File: src/hdl/multi_motor_encoder_unwrap_unit_macros.svh
// Assertion helpers shared by the encoder unwrap RTL.
// Every check is clocked on clk_i and switched off while rst_ni is low.
`ifndef MULTI_MOTOR_ENCODER_UNWRAP_UNIT_MACROS_SVH
`define MULTI_MOTOR_ENCODER_UNWRAP_UNIT_MACROS_SVH

// Same-cycle implication.
`define MMEU_ASSERT_NOW(lbl, ante, cons, msg) \
  lbl: assert property (@(posedge clk_i) disable iff (!rst_ni) (ante) |-> (cons)) \
    else $error(msg);

// Next-cycle implication.
`define MMEU_ASSERT_NEXT(lbl, ante, cons, msg) \
  lbl: assert property (@(posedge clk_i) disable iff (!rst_ni) (ante) |=> (cons)) \
    else $error(msg);

`endif

File: src/hdl/mmeu_pkg.sv
package mmeu_pkg;

  // Fixed field widths of the feedback frame and of the result beat.
  localparam int unsigned NumberW   = 4;
  localparam int unsigned AngleRawW = 13;
  localparam int unsigned SpeedW    = 16;
  localparam int unsigned SlotOutW  = 3;
  localparam int unsigned TotalW    = 32;
  localparam int unsigned StepW     = 14;

  // Widest encoder angle the unit supports.
  localparam int unsigned AngleMaxW = 16;

endpackage

File: src/hdl/mmeu_step_calc.sv
module mmeu_step_calc #(
  parameter int unsigned ANGLE_BITS = 13
) (
  input  logic [ANGLE_BITS-1:0] old_angle_i,
  input  logic [ANGLE_BITS-1:0] new_angle_i,
  output logic signed [ANGLE_BITS:0] step_o
);

  logic [ANGLE_BITS-1:0] diff;
  logic                  is_half;

  // Difference modulo one revolution; as a signed value it is already the
  // shortest step, except at exactly half a turn.
  assign diff    = new_angle_i - old_angle_i;
  assign is_half = (diff == {1'b1, {(ANGLE_BITS-1){1'b0}}});

  // A half-turn tie goes positive only when the new angle is above the old.
  always_comb begin
    if (is_half && (new_angle_i > old_angle_i)) begin
      step_o = {1'b0, diff};
    end else begin
      step_o = {diff[ANGLE_BITS-1], diff};
    end
  end

endmodule

File: src/hdl/mmeu_motor_state.sv
module mmeu_motor_state #(
  parameter int unsigned MOTOR_COUNT = 8,
  parameter int unsigned ANGLE_BITS  = 13,
  localparam int unsigned SlotW = (MOTOR_COUNT > 1) ? $clog2(MOTOR_COUNT) : 1
) (
  input  logic                      clk_i,
  input  logic                      rst_ni,
  input  logic                      wr_en_i,
  input  logic [SlotW-1:0]          slot_i,
  input  logic [ANGLE_BITS-1:0]     angle_i,
  input  logic [mmeu_pkg::TotalW-1:0] total_i,
  output logic [ANGLE_BITS-1:0]     prev_angle_o,
  output logic [mmeu_pkg::TotalW-1:0] prev_total_o
);

  logic [ANGLE_BITS-1:0]         angle_q [MOTOR_COUNT];
  logic [mmeu_pkg::TotalW-1:0]   total_q [MOTOR_COUNT];

  // Per-motor last angle and running total, cleared at reset.
  always_ff @(posedge clk_i or negedge rst_ni) begin
    if (!rst_ni) begin
      for (int i = 0; i < MOTOR_COUNT; i++) begin
        angle_q[i] <= '0;
        total_q[i] <= '0;
      end
    end else if (wr_en_i) begin
      angle_q[slot_i] <= angle_i;
      total_q[slot_i] <= total_i;
    end
  end

  // Read port for the motor in the input stage.
  assign prev_angle_o = angle_q[slot_i];
  assign prev_total_o = total_q[slot_i];

endmodule

File: src/hdl/multi_motor_encoder_unwrap_unit.sv
// Beats pass through the input stage registers, then the result register at the ports.
// Throughput: one frame per cycle while out_ready_i does not hold a result back; the
// per-motor state is read, unwrapped and written back in the same cycle, so consecutive frames for one motor chain.
// Reset: rst_ni clears all valid flags and every motor's stored angle and total.
// Result beats wait in the output register; the input stage takes one more beat behind it, then stalls.
`include "multi_motor_encoder_unwrap_unit_macros.svh"

module multi_motor_encoder_unwrap_unit #(
  parameter int unsigned MOTOR_COUNT = 8,
  parameter int unsigned ANGLE_BITS  = 13
) (
  input  logic                                clk_i,
  input  logic                                rst_ni,
  input  logic                                in_valid_i,
  output logic                                in_ready_o,
  input  logic [mmeu_pkg::NumberW-1:0]        motor_number_i,
  input  logic [mmeu_pkg::AngleRawW-1:0]      angle_raw_i,
  input  logic signed [mmeu_pkg::SpeedW-1:0]  speed_raw_i,
  output logic                                out_valid_o,
  input  logic                                out_ready_i,
  output logic [mmeu_pkg::SlotOutW-1:0]       motor_slot_o,
  output logic                                number_valid_o,
  output logic signed [mmeu_pkg::TotalW-1:0]  angle_total_o,
  output logic signed [mmeu_pkg::StepW-1:0]   angle_step_o,
  output logic signed [mmeu_pkg::SpeedW-1:0]  speed_out_o
);

  localparam int unsigned SlotW  = (MOTOR_COUNT > 1) ? $clog2(MOTOR_COUNT) : 1;
  localparam int unsigned NumW   = mmeu_pkg::NumberW;
  localparam int unsigned TotW   = mmeu_pkg::TotalW;
  localparam logic [NumW-1:0] MotorLast = MOTOR_COUNT[NumW-1:0];

  // Input stage registers.
  logic                      in_valid_q;
  logic [NumW-1:0]           number_q;
  logic [ANGLE_BITS-1:0]     angle_q;
  logic [mmeu_pkg::SpeedW-1:0] speed_q;

  // Result registers.
  logic                      out_valid_q;
  logic [mmeu_pkg::SlotOutW-1:0] slot_q, slot_d;
  logic                      num_ok_q, num_ok_d;
  logic [TotW-1:0]           total_q, total_d;
  logic [mmeu_pkg::StepW-1:0] step_q, step_d;
  logic [mmeu_pkg::SpeedW-1:0] speed_out_q;

  logic                      advance;
  logic                      fire;
  logic [NumW-1:0]           number_m1;
  logic [mmeu_pkg::AngleMaxW-1:0] angle_ext;
  logic [ANGLE_BITS-1:0]     prev_angle;
  logic [TotW-1:0]           prev_total;
  logic [TotW-1:0]           new_total;
  logic signed [ANGLE_BITS:0] step;
  logic [TotW-1:0]           step_ext;

  // Handshake: the input stage moves on whenever the result register frees up.
  assign advance    = !out_valid_q || out_ready_i;
  assign in_ready_o = !in_valid_q || advance;
  assign fire       = in_valid_q && advance;

  // Fit the raw angle to the configured encoder width.
  assign angle_ext = {{(mmeu_pkg::AngleMaxW - mmeu_pkg::AngleRawW){1'b0}}, angle_raw_i};

  always_ff @(posedge clk_i or negedge rst_ni) begin
    if (!rst_ni) begin
      in_valid_q <= 1'b0;
    end else if (in_ready_o) begin
      in_valid_q <= in_valid_i;
    end
  end

  always_ff @(posedge clk_i) begin
    if (in_ready_o && in_valid_i) begin
      number_q <= motor_number_i;
      angle_q  <= angle_ext[ANGLE_BITS-1:0];
      speed_q  <= speed_raw_i;
    end
  end

  // Motor number decode.
  assign num_ok_d  = (number_q != '0) && (number_q <= MotorLast);
  assign number_m1 = number_q - NumW'(1);

  mmeu_motor_state #(
    .MOTOR_COUNT (MOTOR_COUNT),
    .ANGLE_BITS  (ANGLE_BITS)
  ) u_state (
    .clk_i        (clk_i),
    .rst_ni       (rst_ni),
    .wr_en_i      (fire && num_ok_d),
    .slot_i       (number_m1[SlotW-1:0]),
    .angle_i      (angle_q),
    .total_i      (new_total),
    .prev_angle_o (prev_angle),
    .prev_total_o (prev_total)
  );

  mmeu_step_calc #(
    .ANGLE_BITS (ANGLE_BITS)
  ) u_step (
    .old_angle_i (prev_angle),
    .new_angle_i (angle_q),
    .step_o      (step)
  );

  // Accumulate the step and build the result fields; bad numbers give zeros.
  assign step_ext  = {{(TotW - ANGLE_BITS - 1){step[ANGLE_BITS]}}, step};
  assign new_total = prev_total + step_ext;

  always_comb begin
    if (num_ok_d) begin
      slot_d  = number_m1[mmeu_pkg::SlotOutW-1:0];
      total_d = new_total;
      step_d  = step_ext[mmeu_pkg::StepW-1:0];
    end else begin
      slot_d  = '0;
      total_d = '0;
      step_d  = '0;
    end
  end

  always_ff @(posedge clk_i or negedge rst_ni) begin
    if (!rst_ni) begin
      out_valid_q <= 1'b0;
    end else if (advance) begin
      out_valid_q <= in_valid_q;
    end
  end

  always_ff @(posedge clk_i) begin
    if (fire) begin
      slot_q      <= slot_d;
      num_ok_q    <= num_ok_d;
      total_q     <= total_d;
      step_q      <= step_d;
      speed_out_q <= speed_q;
    end
  end

  assign out_valid_o    = out_valid_q;
  assign motor_slot_o   = slot_q;
  assign number_valid_o = num_ok_q;
  assign angle_total_o  = total_q;
  assign angle_step_o   = step_q;
  assign speed_out_o    = speed_out_q;

  // Checks on the stage control and the result beat.
  `MMEU_ASSERT_NOW(a_bad_number_zeroed, out_valid_q && !num_ok_q, (slot_q == '0) && (total_q == '0) && (step_q == '0), "rejected frame carries nonzero result fields")
  `MMEU_ASSERT_NOW(a_stall_reason, !in_ready_o, in_valid_q && out_valid_q && !out_ready_i, "input stage stalled without a blocked result")
  `MMEU_ASSERT_NEXT(a_fire_fills_output, fire, out_valid_q && (num_ok_q == $past(num_ok_d)), "processed frame did not reach the result register")

endmodule
File: config.mk
export PLATFORM = sky130hd
export DESIGN_NAME = multi_motor_encoder_unwrap_unit
export DESIGN_NICKNAME = d
export VERILOG_FILES = /design/src/hdl/mmeu_pkg.sv /design/src/hdl/mmeu_step_calc.sv /design/src/hdl/mmeu_motor_state.sv /design/src/hdl/multi_motor_encoder_unwrap_unit.sv
export VERILOG_INCLUDE_DIRS = /design/src /design/src/hdl
export SDC_FILE = /design/constraint.sdc
export NUM_CORES = 1
export LEC_CHECK = 0
export ABC_AREA = 1
export ABC_CLOCK_PERIOD_IN_PS = 8400
export BUFFER_PORTS_ARGS = -buffer_cell sky130_fd_sc_hd__clkbuf_2
export CAP_MARGIN = 20
export CORE_AREA = 2 2 247 249
export DETAILED_ROUTE_END_ITERATION = 7
export DIE_AREA = 0 0 249 251
export HOLD_SLACK_MARGIN = 0.03
export SETUP_SLACK_MARGIN = 0.3
export SLEW_MARGIN = 10
export SYNTH_ARGS = -nofsm -noshare
export SYNTH_HDL_FRONTEND = slang
export SYNTH_SLANG_ARGS = --single-unit
export TNS_END_PERCENT = 20
File: constraint.sdc
create_clock -name clk_i -period 8.4 [get_ports clk_i]
set_clock_uncertainty 0.1 [all_clocks]
set_input_delay 0.84 -clock clk_i [delete_from_list [all_inputs] [get_ports clk_i]]
set_output_delay 0.84 -clock clk_i [all_outputs]
set_load 0.01 [all_outputs]
==> results.yml <==
outcome:
  status: "completed"
placed_design:
  pre_cts_ws_ps: 1070
  placed_cell_area_sq_mm: 0.0221
  dp.final_hpwl_mm: 36.9
  place_congestion: 0.976
  port_buffers: 104
synth:
  synth_enable_flop_cells: 99
  ys_warn_count: 0
  syn-cell-area_sq_mm: 0.0208
  yosys_register_bits: 461
  syn-instance-count: 2224
  synth_nets: 2307
  ys.flop_type: "dfrtp_1"
  synthArstFlopShare_pct: 78.5
  syn_avg_cell_area_sq_um: 9.33
  ys_types: 46
  ys_seq_area_share_pct: 58.0
pwr:
  p_switching_mw: 4.84
  sw_frac_of_total_pct: 44.2
  comb_power_share_pct: 45.3
  p_clk_share_pct: 20.2
  p_seq_share_pct: 34.5
  internal_power_mw: 6.12
  p_leak_nw: 11.1
  powerDensity_mw_per_mm2: 462
  ir_drop_mv: 0.212
worst_setup_path:
  worstPathRequired_ps: 8600
  path_class: "reg2reg"
  cp.arrival_ps: 7630
  crit_top_cell: "nand2_1"
  crit_path_start_kind: "register"
  worst-path-max-fanout: 17
  crit_slowest_cell: "nor3_4"
  cpPeakStageDelay_ps: 780
  end_kind: "register"
floorplanning:
  design.core.area_sq_mm: 0.0598
  pin_count: 105
  start_util_pct: 34.7
  die_w_um: 249
  dieArea_sq_mm: 0.0625
  die_h_um: 251
  rows: 90
final_layout:
  fillCellCount: 5878
  nets: 2384
  final-seq-area_sq_mm: 0.0120
  design_area_sq_mm: 0.0238
  diodes: 0
  syn_to_final_growth_pct: 14.5
  drive_gt1_share_pct: 12.7
  multi_input_area_sq_mm: 0.00770
sta:
  hold_ws_ps: 118
  rsz0062_at_grt: "no"
  drv_slew: 0
  worstMarginPinSlew_ps: 1130
  fin_crit_ps: 7430
  hold_viol: 0
  slew_headroom_pct: 24.5
  max_clock_freq_ghz: 0.135
  setup_tns_ps: 0
  fin_ws_ps: 969
  fin_crit_sh_pct: 88.5
  setup_viol: 0
route:
  drtIter0Drc: 1611
  drc: 0
  route.vias.total: 16600
  via_per_inst: 5.31
  routedWlPerCell_um: 19.3
  routed_wl_mm: 60.2
  ant_nets: 0
  first_pass_iters: 7
cts:
  cts_resized: 0
  cts_hold_buffers: 0
  cts_buffer_depth: 3
  numCtsBuffers: 50
  cts_root_buffer: "clkbuf_16"
  htreeDepth: 2
  clkTransAtPathRegs_ps: 60
  cts_tree: "yes"
  post_cts_buffers: 0
  clock_sinks: 461
  insertion_delay_ps: 590
grt:
  grt_start_max_net_pins: 146
  antenna_found_initial: 0
  grt.total_usage_pct: 19.2
  grt_pass1_wl_mm: 94.7
  overflow: 0
  grt_pass1_vias: 16500
job:
  cap_violations: 0
hold_path:
  hold_class: "in2async"
## Yosys cell counts (6+ instances only)
master	n	area, sq um
xor2_1	13	114
clkbuf_1	103	387
a22o_1	7	61.3
nand3_2	8	80.1
edfxtp_1	99	2970
or4_1	30	225
xnor2_1	11	96.3
inv_1	158	593
nand4_1	13	81.3
o21ai_1	18	90.1
inv_2	6	22.5
nand3_1	68	340
or2_2	18	113
o22ai_1	107	669
a21oi_1	43	215
ha_1	44	551
nand2_1	566	2120
o21ai_0	347	1740
nor2_1	98	368
nor3_1	8	40.0
o21ai_2	12	105
a221oi_1	22	193
dfrtp_1	362	9060
nand2_2	22	138
## per-stage QoR
step | power (mW) | cells | utilization [%]
floorplan | 7.17 | 2224 | -
global placement | 8.63 | 3031 | 37.0
detailed placement | 8.75 | 3031 | 37.0
CTS | 11.0 | 3123 | 39.7
global route | 11.8 | 3123 | 39.7
finish | 11.0 | 3123 | 39.7
## sequential cells by signal, summed over array words and instances (netlist names)
register	flops
u_state.angle_q	104
speed_out_o	16
number_q	4
number_valid_o	1
speed_q	16
motor_slot_o	3
angle_total_o	32
angle_step_o	14
in_valid_q	1
out_valid_o	1
u_state.total_q	256
angle_q	13
## routing by layer
metal  GRT usage [%]  vias up  routed length, um
li1                -     7708                  -
met1            25.2     8164              25900
met2            32.6      588              28900
met3            3.08      130               3740
met4            6.49        0               1670
met5               0        -                  0
## cell type report
class | instances | area share, %
sequential | 461 | 50.6
multi-input combinational | 1488 | 32.4
clock buffer | 78 | 6.45
tap | 782 | 4.12
timing repair buffer | 134 | 3.23
inverter | 166 | 2.63
clock inverter | 14 | 0.506
## power groups by stage
| stage | logic (mW) | registers [mW] | clock network (mW) |
|---|---|---|---|
| 6_report | 4.97 | 3.78 | 2.21 |
| 2_1_floorplan | 3.44 | 3.73 | 0 |
| 4_1_cts | 4.96 | 3.78 | 2.26 |
| 5_1_grt | 5.59 | 3.89 | 2.35 |
| 3_5_place_dp | 4.94 | 3.81 | 0 |
| 3_3_place_gp | 4.85 | 3.78 | 0 |
## final timing paths
path	startpoint	endpoint	slack [ps]	cells after the start
worst max-delay path	number_q[0]	angle_total_o[27]	970	35
worst min-delay path	rst_ni	in_valid_q	120	1
worst max register to register	number_q[0]	angle_total_o[27]	970	35
worst min register to register	speed_q[2]	speed_out_o[2]	320	0
max in group asynchronous	rst_ni	u_state.angle_q[44]	5930	3
min in group clk_i	speed_q[2]	speed_out_o[2]	320	0
## layout by cell type (no fill, tap or decap), types with 16 or more instances in the layout
cell       netlist  final
nor2_1          98     98
a21oi_1         43     43
ha_1            44     44
clkbuf_1       103     16
edfxtp_1        99     99
nand2_1        566    566
clkbuf_2         0    103
nand3_1         68     67
buf_4            1     29
o21ai_1         18     18
nand2_2         22     22
dfrtp_1        362    362
inv_1          158    152
o21ai_0        347    347
a221oi_1        22     22
or2_2           18     18
or4_1           30     30
clkbuf_16        0     55
o22ai_1        107    107
## critical path: cells and delay by family, from the launching register on
family | cells | cell delay [ps]
AND/OR/NAND/NOR | 25 | 4230
adder cells (fa/ha/maj) | 4 | 1300
buffers and inverters | 4 | 770
AO/OA/AOI/OAI | 2 | 190
flip-flops | 1 | 530
## cell families (layout without fill, tap and decap cells)
| kind of cell | after synthesis | in the layout | share of synthesized area [%] |
|---|---|---|---|
| buf+inv | 275 | 392 | 5.00 |
| simple gates | 844 | 844 | 17.4 |
| fa+ha+maj | 46 | 46 | 2.85 |
| flops | 461 | 461 | 58.0 |
| xor+xnor | 29 | 29 | 1.51 |
| compound gates | 569 | 569 | 15.2 |
Note: power is estimated with default switching activity, not from simulation.
